===== src/sv/cpfa_pkg.sv =====
// ----------------------------------------------------------------------------
// Chained page flash appender: package
// Widths, codes, constants and payload types shared by all appender modules.
// ----------------------------------------------------------------------------
package cpfa_pkg;

  localparam int unsigned ADDR_W  = 19;
  localparam int unsigned END_W   = 20;
  localparam int unsigned CMP_W   = 21;
  localparam int unsigned NEED_W  = 12;
  localparam int unsigned WORD_W  = 32;
  localparam int unsigned KEY_W   = 16;
  localparam int unsigned LEN_W   = 9;

  localparam int unsigned PAGE_BYTES_DEF  = 1024;
  localparam int unsigned FLASH_BYTES_DEF = 327680;

  localparam logic [ADDR_W-1:0] DICT_PTR_RST = 19'h0B600;
  localparam logic [ADDR_W-1:0] CODE_PTR_RST = 19'h0BA00;

  localparam logic [WORD_W-1:0] END_MARK = 32'h000F_FFFF;
  localparam logic [KEY_W-1:0]  KEY_A    = 16'hA442;
  localparam logic [KEY_W-1:0]  KEY_B    = 16'h71D5;

  localparam int unsigned FIFO_DEPTH = 4;
  localparam int unsigned FIFO_AW    = $clog2(FIFO_DEPTH);

  typedef enum logic [1:0] {
    OP_APPEND     = 2'd0,
    OP_SET_PTR    = 2'd1,
    OP_ERASE_PAGE = 2'd2,
    OP_ERASE_ALL  = 2'd3
  } op_e;

  typedef enum logic {
    REG_DICT = 1'b0,
    REG_CODE = 1'b1
  } region_e;

  typedef enum logic [1:0] {
    CMD_PROGRAM    = 2'd0,
    CMD_ERASE_PAGE = 2'd1,
    CMD_ERASE_ALL  = 2'd2,
    CMD_NONE       = 2'd3
  } cmd_e;

  typedef enum logic [1:0] {
    FLT_NONE      = 2'd0,
    FLT_UNALIGNED = 2'd1,
    FLT_TOO_LONG  = 2'd2,
    FLT_FULL      = 2'd3
  } fault_e;

  // Classification of an item, decided by the front end.
  typedef enum logic [2:0] {
    CLS_APPEND,
    CLS_APPEND_FIRST,
    CLS_TOO_LONG,
    CLS_SET,
    CLS_ERASE_PAGE,
    CLS_ERASE_ALL,
    CLS_REJECT
  } cls_e;

  typedef enum logic [1:0] {
    BK_HEAD,
    BK_LINK,
    BK_DATA
  } bk_state_e;

  typedef struct packed {
    logic [1:0]        operation;
    logic              region;
    logic [WORD_W-1:0] word_value;
    logic [ADDR_W-1:0] target_address;
    logic [LEN_W-1:0]  record_words;
    logic              first_of_record;
  } item_t;

  typedef struct packed {
    logic [1:0]        command;
    logic [ADDR_W-1:0] flash_address;
    logic [WORD_W-1:0] flash_data;
    logic [KEY_W-1:0]  write_key;
    logic [1:0]        fault;
    logic              last;
  } res_t;

  typedef struct packed {
    cls_e              cls;
    logic              region;
    logic [WORD_W-1:0] word_value;
    logic [ADDR_W-1:0] address;
    logic [END_W-1:0]  tgt_end;
    logic [NEED_W-1:0] need8;
    fault_e            fault;
  } entry_t;

endpackage


===== src/sv/chained_page_flash_appender.sv =====
// ----------------------------------------------------------------------------
// Chained page flash appender: top level
// Appends word records to a dictionary region and a code region of flash,
// chaining 1 KiB pages, and issues page-erase and mass-erase commands.
// ----------------------------------------------------------------------------
// Each input transfer yields one output transfer, except an append that starts
// a record which no longer fits in its page and flash has room to roll over:
// that yields three, namely an end-of-page marker, a link word holding the
// new page address and the data word itself, the last of which carries
// last = 1. The front end takes one input transfer per cycle unless a full
// queue holds its register, and classifies it; a four-entry queue decouples
// it from the back end, which owns both write pointers and emits one result
// per cycle into the output register while the output is not stalled. A page
// rollover holds the back end in its link and data states before it pops the
// item. The first result passes the front register and the queue before the
// output register loads it. There is no clearing pass after reset. The write
// key is chosen by key_mode, written through cfg_we_i and cfg_wdata_i; the
// user must write it only while the block is idle, which it does not enforce.
module chained_page_flash_appender #(
  parameter int unsigned PAGE_BYTES  = cpfa_pkg::PAGE_BYTES_DEF,
  parameter int unsigned FLASH_BYTES = cpfa_pkg::FLASH_BYTES_DEF
) (
  input  logic            clk_i,
  input  logic            rst_ni,
  input  logic            cfg_we_i,
  input  logic            cfg_wdata_i,
  input  logic            in_valid_i,
  output logic            in_stall_o,
  input  cpfa_pkg::item_t in_item_i,
  output logic            out_valid_o,
  input  logic            out_stall_i,
  output cpfa_pkg::res_t  out_item_o
);
  import cpfa_pkg::*;

  logic   key_mode_q;
  logic   push;
  logic   pop;
  logic   fifo_full;
  logic   fifo_empty;
  entry_t push_entry;
  entry_t head_entry;

  // Key selection register; zero after reset selects the first key.
  always_ff @(posedge clk_i or negedge rst_ni) begin
    if (!rst_ni) begin
      key_mode_q <= 1'b0;
    end else if (cfg_we_i) begin
      key_mode_q <= cfg_wdata_i;
    end
  end

  // Front end: accepts transfers, validates targets, finds the target's page.
  cpfa_front #(
    .PAGE_BYTES (PAGE_BYTES),
    .FLASH_BYTES(FLASH_BYTES)
  ) u_front (
    .clk_i      (clk_i),
    .rst_ni     (rst_ni),
    .in_valid_i (in_valid_i),
    .in_stall_o (in_stall_o),
    .in_item_i  (in_item_i),
    .fifo_full_i(fifo_full),
    .push_o     (push),
    .entry_o    (push_entry)
  );

  // Queue of classified items, so the front end keeps taking transfers while
  // the back end works through a rollover or waits on a stalled output.
  cpfa_fifo u_fifo (
    .clk_i  (clk_i),
    .rst_ni (rst_ni),
    .push_i (push),
    .wdata_i(push_entry),
    .pop_i  (pop),
    .full_o (fifo_full),
    .empty_o(fifo_empty),
    .rdata_o(head_entry)
  );

  // Back end: region pointers, fit and rollover decision, output register.
  cpfa_back #(
    .PAGE_BYTES (PAGE_BYTES),
    .FLASH_BYTES(FLASH_BYTES)
  ) u_back (
    .clk_i      (clk_i),
    .rst_ni     (rst_ni),
    .key_mode_i (key_mode_q),
    .empty_i    (fifo_empty),
    .head_i     (head_entry),
    .pop_o      (pop),
    .out_valid_o(out_valid_o),
    .out_stall_i(out_stall_i),
    .out_item_o (out_item_o)
  );

endmodule


===== src/sv/cpfa_front.sv =====
// ----------------------------------------------------------------------------
// Chained page flash appender: front end
// Accepts items, checks targets and record lengths, and finds a target's page.
// ----------------------------------------------------------------------------
module cpfa_front #(
  parameter int unsigned PAGE_BYTES  = cpfa_pkg::PAGE_BYTES_DEF,
  parameter int unsigned FLASH_BYTES = cpfa_pkg::FLASH_BYTES_DEF
) (
  input  logic             clk_i,
  input  logic             rst_ni,
  input  logic             in_valid_i,
  output logic             in_stall_o,
  input  cpfa_pkg::item_t  in_item_i,
  input  logic             fifo_full_i,
  output logic             push_o,
  output cpfa_pkg::entry_t entry_o
);
  import cpfa_pkg::*;

  // Page number by multiplication with a rounded-up reciprocal, exact for
  // every address of ADDR_W bits.
  localparam int unsigned PAGE_LOG = $clog2(PAGE_BYTES);
  localparam int unsigned SHIFT    = ADDR_W + PAGE_LOG;
  localparam int unsigned RECIP_W  = ADDR_W + 2;
  localparam int unsigned PROD_W   = ADDR_W + RECIP_W;
  localparam longint unsigned RECIP =
    ((64'd1 << SHIFT) + 64'(PAGE_BYTES) - 64'd1) / 64'(PAGE_BYTES);
  localparam logic [RECIP_W-1:0] RECIP_V   = RECIP_W'(RECIP);
  localparam logic [END_W-1:0]   PAGE_V    = END_W'(PAGE_BYTES);
  localparam logic [CMP_W-1:0]   PAGE_CMP  = CMP_W'(PAGE_BYTES);
  localparam logic [CMP_W-1:0]   FLASH_CMP = CMP_W'(FLASH_BYTES);

  logic              s1_valid_q, s1_valid_d;
  item_t             s1_item_q;
  logic [ADDR_W-1:0] quot_q, quot_d;
  logic [PROD_W-1:0] prod;
  logic              accept;
  logic [END_W-1:0]  base;
  logic [NEED_W-1:0] need8;
  logic              unaligned;
  logic              beyond;

  assign in_stall_o = s1_valid_q & fifo_full_i;
  assign accept     = in_valid_i & ~in_stall_o;
  assign push_o     = s1_valid_q & ~fifo_full_i;
  assign s1_valid_d = accept | (s1_valid_q & fifo_full_i);

  assign prod   = PROD_W'(in_item_i.target_address) * PROD_W'(RECIP_V);
  assign quot_d = ADDR_W'(prod >> SHIFT);

  always_ff @(posedge clk_i or negedge rst_ni) begin
    if (!rst_ni) begin
      s1_valid_q <= 1'b0;
    end else begin
      s1_valid_q <= s1_valid_d;
    end
  end

  always_ff @(posedge clk_i) begin
    if (accept) begin
      s1_item_q <= in_item_i;
      quot_q    <= quot_d;
    end
  end

  always_comb begin
    base      = END_W'(quot_q) * PAGE_V;
    need8     = NEED_W'({s1_item_q.record_words, 2'b00}) + NEED_W'(8);
    unaligned = |s1_item_q.target_address[1:0];
    beyond    = CMP_W'(s1_item_q.target_address) >= FLASH_CMP;

    entry_o.cls        = CLS_REJECT;
    entry_o.region     = s1_item_q.region;
    entry_o.word_value = s1_item_q.word_value;
    entry_o.address    = s1_item_q.target_address;
    entry_o.tgt_end    = base + PAGE_V;
    entry_o.need8      = need8;
    entry_o.fault      = FLT_NONE;

    unique case (s1_item_q.operation)
      OP_APPEND: begin
        if (!s1_item_q.first_of_record) begin
          entry_o.cls = CLS_APPEND;
        end else if (CMP_W'(need8) > PAGE_CMP) begin
          entry_o.cls = CLS_TOO_LONG;
        end else begin
          entry_o.cls = CLS_APPEND_FIRST;
        end
      end
      OP_SET_PTR: begin
        if (unaligned) begin
          entry_o.fault = FLT_UNALIGNED;
        end else if (beyond) begin
          entry_o.fault = FLT_FULL;
        end else begin
          entry_o.cls = CLS_SET;
        end
      end
      OP_ERASE_PAGE: begin
        if (unaligned) begin
          entry_o.fault = FLT_UNALIGNED;
        end else if (beyond) begin
          entry_o.fault = FLT_FULL;
        end else begin
          entry_o.cls = CLS_ERASE_PAGE;
        end
      end
      OP_ERASE_ALL: begin
        entry_o.cls = CLS_ERASE_ALL;
      end
    endcase
  end

endmodule


===== src/sv/cpfa_fifo.sv =====
// ----------------------------------------------------------------------------
// Chained page flash appender: item queue
// Short first-in first-out queue of classified items between front and back.
// ----------------------------------------------------------------------------
module cpfa_fifo (
  input  logic             clk_i,
  input  logic             rst_ni,
  input  logic             push_i,
  input  cpfa_pkg::entry_t wdata_i,
  input  logic             pop_i,
  output logic             full_o,
  output logic             empty_o,
  output cpfa_pkg::entry_t rdata_o
);
  import cpfa_pkg::*;

  entry_t             store_q [FIFO_DEPTH];
  logic [FIFO_AW-1:0] wr_ptr_q, wr_ptr_d;
  logic [FIFO_AW-1:0] rd_ptr_q, rd_ptr_d;
  logic [FIFO_AW:0]   count_q, count_d;

  assign full_o  = count_q == (FIFO_AW+1)'(FIFO_DEPTH);
  assign empty_o = count_q == '0;
  assign rdata_o = store_q[rd_ptr_q];

  always_comb begin
    wr_ptr_d = push_i ? wr_ptr_q + 1'b1 : wr_ptr_q;
    rd_ptr_d = pop_i  ? rd_ptr_q + 1'b1 : rd_ptr_q;
    count_d  = count_q + (FIFO_AW+1)'(push_i) - (FIFO_AW+1)'(pop_i);
  end

  always_ff @(posedge clk_i or negedge rst_ni) begin
    if (!rst_ni) begin
      wr_ptr_q <= '0;
      rd_ptr_q <= '0;
      count_q  <= '0;
    end else begin
      wr_ptr_q <= wr_ptr_d;
      rd_ptr_q <= rd_ptr_d;
      count_q  <= count_d;
    end
  end

  always_ff @(posedge clk_i) begin
    if (push_i) begin
      store_q[wr_ptr_q] <= wdata_i;
    end
  end

endmodule


===== src/sv/cpfa_back.sv =====
// ----------------------------------------------------------------------------
// Chained page flash appender: back end
// Keeps both region pointers, makes the page rollover decision and emits
// flash commands through the output register.
// ----------------------------------------------------------------------------
module cpfa_back #(
  parameter int unsigned PAGE_BYTES  = cpfa_pkg::PAGE_BYTES_DEF,
  parameter int unsigned FLASH_BYTES = cpfa_pkg::FLASH_BYTES_DEF
) (
  input  logic             clk_i,
  input  logic             rst_ni,
  input  logic             key_mode_i,
  input  logic             empty_i,
  input  cpfa_pkg::entry_t head_i,
  output logic             pop_o,
  output logic             out_valid_o,
  input  logic             out_stall_i,
  output cpfa_pkg::res_t   out_item_o
);
  import cpfa_pkg::*;

  localparam int unsigned DICT_END_RST =
    (int'(DICT_PTR_RST) / PAGE_BYTES) * PAGE_BYTES + PAGE_BYTES;
  localparam int unsigned CODE_END_RST =
    (int'(CODE_PTR_RST) / PAGE_BYTES) * PAGE_BYTES + PAGE_BYTES;
  localparam logic [END_W-1:0] PAGE_V    = END_W'(PAGE_BYTES);
  localparam logic [CMP_W-1:0] PAGE_CMP  = CMP_W'(PAGE_BYTES);
  localparam logic [CMP_W-1:0] FLASH_CMP = CMP_W'(FLASH_BYTES);

  bk_state_e         state_q, state_d;
  logic [ADDR_W-1:0] ptr_q [2];
  logic [ADDR_W-1:0] ptr_d [2];
  logic [END_W-1:0]  end_q [2];
  logic [END_W-1:0]  end_d [2];
  logic [ADDR_W-1:0] mark_q, mark_d;
  logic [ADDR_W-1:0] np_q, np_d;
  logic              out_valid_q, out_valid_d;
  res_t              res_q, res_d;

  logic              out_ready;
  logic [ADDR_W-1:0] p;
  logic [END_W-1:0]  pe;
  logic [END_W-1:0]  np;
  logic [CMP_W-1:0]  p4;
  logic              no_fit;
  logic              full_roll;
  logic              full_plain;

  function automatic res_t make_res(cmd_e cmd, logic [ADDR_W-1:0] addr,
                                    logic [WORD_W-1:0] data, fault_e flt,
                                    logic lst, logic kmode);
    res_t r;
    r.command       = cmd;
    r.flash_address = addr;
    r.flash_data    = data;
    r.write_key     = (cmd == CMD_NONE) ? '0 : (kmode ? KEY_B : KEY_A);
    r.fault         = flt;
    r.last          = lst;
    return r;
  endfunction

  assign out_ready   = ~out_valid_q | ~out_stall_i;
  assign out_valid_o = out_valid_q;
  assign out_item_o  = res_q;

  always_comb begin
    p          = ptr_q[head_i.region];
    pe         = end_q[head_i.region];
    np         = (end_q[REG_DICT] > end_q[REG_CODE]) ? end_q[REG_DICT] : end_q[REG_CODE];
    p4         = CMP_W'(p) + CMP_W'(4);
    no_fit     = CMP_W'(p) + CMP_W'(head_i.need8) > CMP_W'(pe);
    full_roll  = (CMP_W'(p) + CMP_W'(8) > FLASH_CMP) ||
                 (CMP_W'(np) + PAGE_CMP > FLASH_CMP);
    full_plain = p4 > FLASH_CMP;

    state_d     = state_q;
    ptr_d       = ptr_q;
    end_d       = end_q;
    mark_d      = mark_q;
    np_d        = np_q;
    res_d       = res_q;
    out_valid_d = out_valid_q & out_stall_i;
    pop_o       = 1'b0;

    unique case (state_q)
      BK_HEAD: begin
        if (!empty_i && out_ready) begin
          out_valid_d = 1'b1;
          pop_o       = 1'b1;
          unique case (head_i.cls)
            CLS_REJECT: begin
              res_d = make_res(CMD_NONE, head_i.address, '0, head_i.fault, 1'b1, key_mode_i);
            end
            CLS_SET: begin
              res_d = make_res(CMD_NONE, head_i.address, '0, FLT_NONE, 1'b1, key_mode_i);
              ptr_d[head_i.region] = head_i.address;
              end_d[head_i.region] = head_i.tgt_end;
            end
            CLS_ERASE_PAGE: begin
              res_d = make_res(CMD_ERASE_PAGE, head_i.address, '0, FLT_NONE, 1'b1,
                               key_mode_i);
            end
            CLS_ERASE_ALL: begin
              res_d = make_res(CMD_ERASE_ALL, '0, '0, FLT_NONE, 1'b1, key_mode_i);
            end
            CLS_TOO_LONG: begin
              res_d = make_res(CMD_NONE, p, '0, FLT_TOO_LONG, 1'b1, key_mode_i);
            end
            CLS_APPEND, CLS_APPEND_FIRST: begin
              if (head_i.cls == CLS_APPEND_FIRST && no_fit) begin
                if (full_roll) begin
                  res_d = make_res(CMD_NONE, p, '0, FLT_FULL, 1'b1, key_mode_i);
                end else begin
                  // Page rollover: marker now, link and data word follow.
                  res_d   = make_res(CMD_PROGRAM, p, END_MARK, FLT_NONE, 1'b0, key_mode_i);
                  pop_o   = 1'b0;
                  state_d = BK_LINK;
                  mark_d  = p;
                  np_d    = ADDR_W'(np);
                  ptr_d[head_i.region] = ADDR_W'(np + END_W'(4));
                  end_d[head_i.region] = np + PAGE_V;
                end
              end else if (full_plain) begin
                res_d = make_res(CMD_NONE, p, '0, FLT_FULL, 1'b1, key_mode_i);
              end else begin
                res_d = make_res(CMD_PROGRAM, p, head_i.word_value, FLT_NONE, 1'b1,
                                 key_mode_i);
                if (p4[ADDR_W]) begin
                  // Address space wraps to the bottom page.
                  ptr_d[head_i.region] = '0;
                  end_d[head_i.region] = PAGE_V;
                end else begin
                  ptr_d[head_i.region] = p4[ADDR_W-1:0];
                  if (END_W'(p4) >= pe) begin
                    end_d[head_i.region] = pe + PAGE_V;
                  end
                end
              end
            end
            default: begin
              res_d = make_res(CMD_NONE, head_i.address, '0, head_i.fault, 1'b1, key_mode_i);
            end
          endcase
        end
      end
      BK_LINK: begin
        if (out_ready) begin
          out_valid_d = 1'b1;
          res_d   = make_res(CMD_PROGRAM, mark_q + ADDR_W'(4), WORD_W'(np_q), FLT_NONE,
                             1'b0, key_mode_i);
          state_d = BK_DATA;
        end
      end
      BK_DATA: begin
        if (out_ready) begin
          out_valid_d = 1'b1;
          res_d   = make_res(CMD_PROGRAM, np_q, head_i.word_value, FLT_NONE, 1'b1,
                             key_mode_i);
          pop_o   = 1'b1;
          state_d = BK_HEAD;
        end
      end
      default: begin
        state_d = BK_HEAD;
      end
    endcase
  end

  always_ff @(posedge clk_i or negedge rst_ni) begin
    if (!rst_ni) begin
      state_q         <= BK_HEAD;
      out_valid_q     <= 1'b0;
      ptr_q[REG_DICT] <= DICT_PTR_RST;
      ptr_q[REG_CODE] <= CODE_PTR_RST;
      end_q[REG_DICT] <= END_W'(DICT_END_RST);
      end_q[REG_CODE] <= END_W'(CODE_END_RST);
    end else begin
      state_q     <= state_d;
      out_valid_q <= out_valid_d;
      ptr_q       <= ptr_d;
      end_q       <= end_d;
    end
  end

  always_ff @(posedge clk_i) begin
    res_q  <= res_d;
    mark_q <= mark_d;
    np_q   <= np_d;
  end

endmodule


===== config.mk =====
export PLATFORM = sky130hd
export DESIGN_NAME = chained_page_flash_appender
export DESIGN_NICKNAME = d
export VERILOG_FILES = /design/src/sv/cpfa_pkg.sv /design/src/sv/chained_page_flash_appender.sv /design/src/sv/cpfa_front.sv /design/src/sv/cpfa_fifo.sv /design/src/sv/cpfa_back.sv
export SDC_FILE = /design/constraint.sdc
export NUM_CORES = 1
export LEC_CHECK = 0
export ABC_CLOCK_PERIOD_IN_PS = 8300
export BUFFER_PORTS_ARGS = -buffer_cell sky130_fd_sc_hd__buf_4
export CAP_MARGIN = 20
export CORE_MARGIN = 4
export CORE_UTILIZATION = 56
export CTS_CLUSTER_SIZE = 16
export DETAILED_ROUTE_END_ITERATION = 16
export HOLD_SLACK_MARGIN = 0.03
export PLACE_DENSITY = 0.89
export SYNTH_ARGS = -nofsm -noshare
export SYNTH_HDL_FRONTEND = slang
export SYNTH_SLANG_ARGS = --single-unit

===== constraint.sdc =====
create_clock -name clk_i -period 8.3 [get_ports clk_i]
set_input_delay 1.245 -clock clk_i [delete_from_list [all_inputs] [get_ports clk_i]]
set_output_delay 1.245 -clock clk_i [all_outputs]
set_load 0.005 [all_outputs]

==> flow_summary.yaml <==
floorplan:
  core_area_um2: 49200
  row_count: 81
  initial_core_util: 0.570
  dieArea_um2: 53700
  die_width_um: 232
  io_pins: 144
  die_h_um: 232
logic_synthesis:
  ys.flop_type: "edfxtp_1"
  syn_area_per_cell_um2: 13.0
  ys_seq_area_frac: 0.584
  ys_types: 86
  syn_area_um2: 28000
  synth_edf_count: 469
  ys_warn_count: 0
  ys_async_sr_fraction: 0.161
  synth_cells: 2151
  synth_seq_cells: 559
timing:
  tns_ns: 0
  hold_viol_final: 0
  rsz0062_at_grt: "false"
  period_minus_slack_ns: 7.52
  tightest_slew_ns: 1.28
  slew-limit-headroom: 0.140
  fin_crit_sh: 0.906
  setup_viol: 0
  max_freq_ghz: 0.133
  fin_worst_skew_ns: 0.0352
  final_max_slew_viol_count: 0
route:
  vias: 20300
  wirelength_um: 90100
  drc: 0
  ant_nets: 0
  wl_per_cell_um: 30.3
  dr.pass1.iters: 9
  vias_per_cell: 6.83
  drt_iter0_markers: 3070
layout:
  layout_common_cells: "edfxtp_1, nand2_1, buf_4, o21ai_0, nor2_1"
  seqCellArea_um2: 16400
  postLayoutCoreUtil: 0.643
  fin_nets: 2433
  drive_above_1_share: 0.188
  fill_cells: 3446
  layout_commonest_cell: "edfxtp_1"
  area_growth_pct: 12.8
  multi_input_area_um2: 10800
  diodes: 0
  final_cell_area_um2: 31600
clock_tree:
  cts_buffers: 56
  htreeDepth: 2
  clockBufferDepth: 3
  cts_num_sinks: 559
  ctsResizeCount: 0
  worstSkewPairLatency_ns: 0.64
  post_cts_buffers: 0
  cts_tree: "yes"
  cts.clk_slew.worst_paths_ns: 0.07
  cts_root_buf: "clkbuf_16"
  cts-hold-fix-buffers: 0
pwr:
  p_leak_nw: 11.7
  power_frac_seq: 0.328
  power_frac_clock: 0.183
  p_sw_mw: 6.12
  pwr_density_cell_nw_per_um2: 448
  ir_drop_v: 0.000266
  finalPower_mw: 14.1
  power.internal_mw: 8.02
  comb_power_share: 0.490
  sw_frac_of_total: 0.433
hold_path:
  hp-class: "flop to flop"
global_route:
  grt-ovfl-total: 0
  antenna_found_initial: 2
  grt_use_total: 0.331
  grt_max_degree: 65
  grt_pass1_vias: 19900
  grt_pass1_wl_um: 132000
worst_setup_path:
  crit_required_ns: 8.82
  worstSetupStartpointType: "flop"
  worstSetupPathType: "flop to flop"
  path_max_fanout: 23
  crit_arrival_ns: 8.04
  setup.worst_path.end_class: "flop"
placement:
  place_congestion: 1.04
  portBuffers: 139
  placed_cell_area_um2: 29700
  dp_hpwl_um: 61500
run_status:
  run_status: "finished clean"
run:
  drv_cap: 0
==> routing by layer <==
layer	track usage	up-vias	wire, um
li1	-	8467	-
met1	0.437	9964	32600
met2	0.509	1547	40700
met3	0.0902	325	10900
met4	0.166	4	5790
met5	0	-	15
==> cell usage after synthesis, types with 71 or more instances <==
master	count	area (um^2)
inv_1	83	312
mux2i_1	71	711
nand2_1	211	792
nor2_1	105	394
xnor2_1	80	701
dfrtp_1	71	1780
a21oi_1	78	390
o21ai_0	104	521
edfxtp_1	469	14100
mux4_2	77	1730
clkbuf_1	85	319
ha_1	94	1180
==> cells by family after synthesis <==
| family | synth area share |
|---|---|
| xor+xnor | 0.0325 |
| compound gates | 0.106 |
| mux | 0.106 |
| flops | 0.584 |
| fa+ha+maj | 0.0434 |
| buf+inv | 0.0315 |
| other cells | 0.000134 |
| simple gates | 0.0958 |
==> worst max-delay path: stages, from the launching register on <==
cell and delay [ns]:
dfrtp_4 0.61, mux4_4 0.90, mux2i_1 0.31, inv_1 0.19, ha_1 0.35, a21oi_1 0.21
o21bai_1 0.10, a21oi_1 0.24, o21bai_1 0.10, a21oi_1 0.29, o21ai_0 0.26, o21ai_0 0.55
nor2b_1 0.13, xnor2_1 0.16, ha_1 0.32, nand4_1 0.17, nor4_1 0.33, nand4_1 0.14
o2111ai_1 0.10, a21oi_1 0.07, buf_4 0.21, nor2_1 0.14, nand2_1 0.09, a211oi_1 0.56
and3b_1 0.45, mux2_1 0.40
==> layout make-up <==
cell class,instances,area share
flip-flops and latches,559,0.518
well taps,664,0.0263
clock buffers,61,0.0450
multi-input cells,1384,0.343
repair buffers,180,0.0434
clock inverters,41,0.0140
inverters,86,0.0102
==> power groups by stage <==
stage | Combinational [mW] | Sequential, mW | Clock, mW
finish | 6.92 | 4.63 | 2.58
floorplan | 4.40 | 4.36 | 0
detailed placement | 6.62 | 4.63 | 0
global placement | 6.52 | 4.58 | 0
CTS | 6.71 | 4.60 | 2.59
global route | 7.30 | 4.68 | 2.73
==> registers in the layout, indices dropped and copies added (netlist names), 2 cells and up <==
signal / cells
u_fifo.count_q: 3
u_fifo.wr_ptr_q: 2
u_back.mark_q: 19
u_fifo.store_q: 308
u_back.state_q: 2
u_back.ptr_q: 38
u_fifo.rd_ptr_q: 2
u_back.end_q: 40
u_front.s1_item_q: 12
u_front.entry_o: 52
u_back.np_q: 19
u_back.out_item_o: 59
==> path summary, 6_finish.rpt <==
kind,startpoint,endpoint,slack [ns],cells past startpoint
setup / recovery,u_fifo.rd_ptr_q[0],u_back.end_q[37],0.78,25
hold / removal,u_front.entry_o[37],u_fifo.store_q[0][37],0.51,0
setup reg to reg,u_fifo.rd_ptr_q[0],u_back.end_q[37],0.78,25
hold reg to reg,u_front.entry_o[37],u_fifo.store_q[0][37],0.51,0
max in group asynchronous,rst_ni,u_fifo.rd_ptr_q[0],6.26,2
min in group asynchronous,rst_ni,u_front.s1_valid_q,0.57,1
==> stage by stage <==
stage / setup slack (ns) / hold WS [ns] / std cells
floorplan: 0.539 / 0.459 / 2154
global placement: 0.965 / 0.468 / 2872
detailed placement: 0.926 / 0.491 / 2872
CTS: 0.904 / 0.500 / 2974
global route: 0.265 / 0.516 / 2975
finish: 0.778 / 0.505 / 2975
No activity file was read; power rests on OpenSTA's default activity.
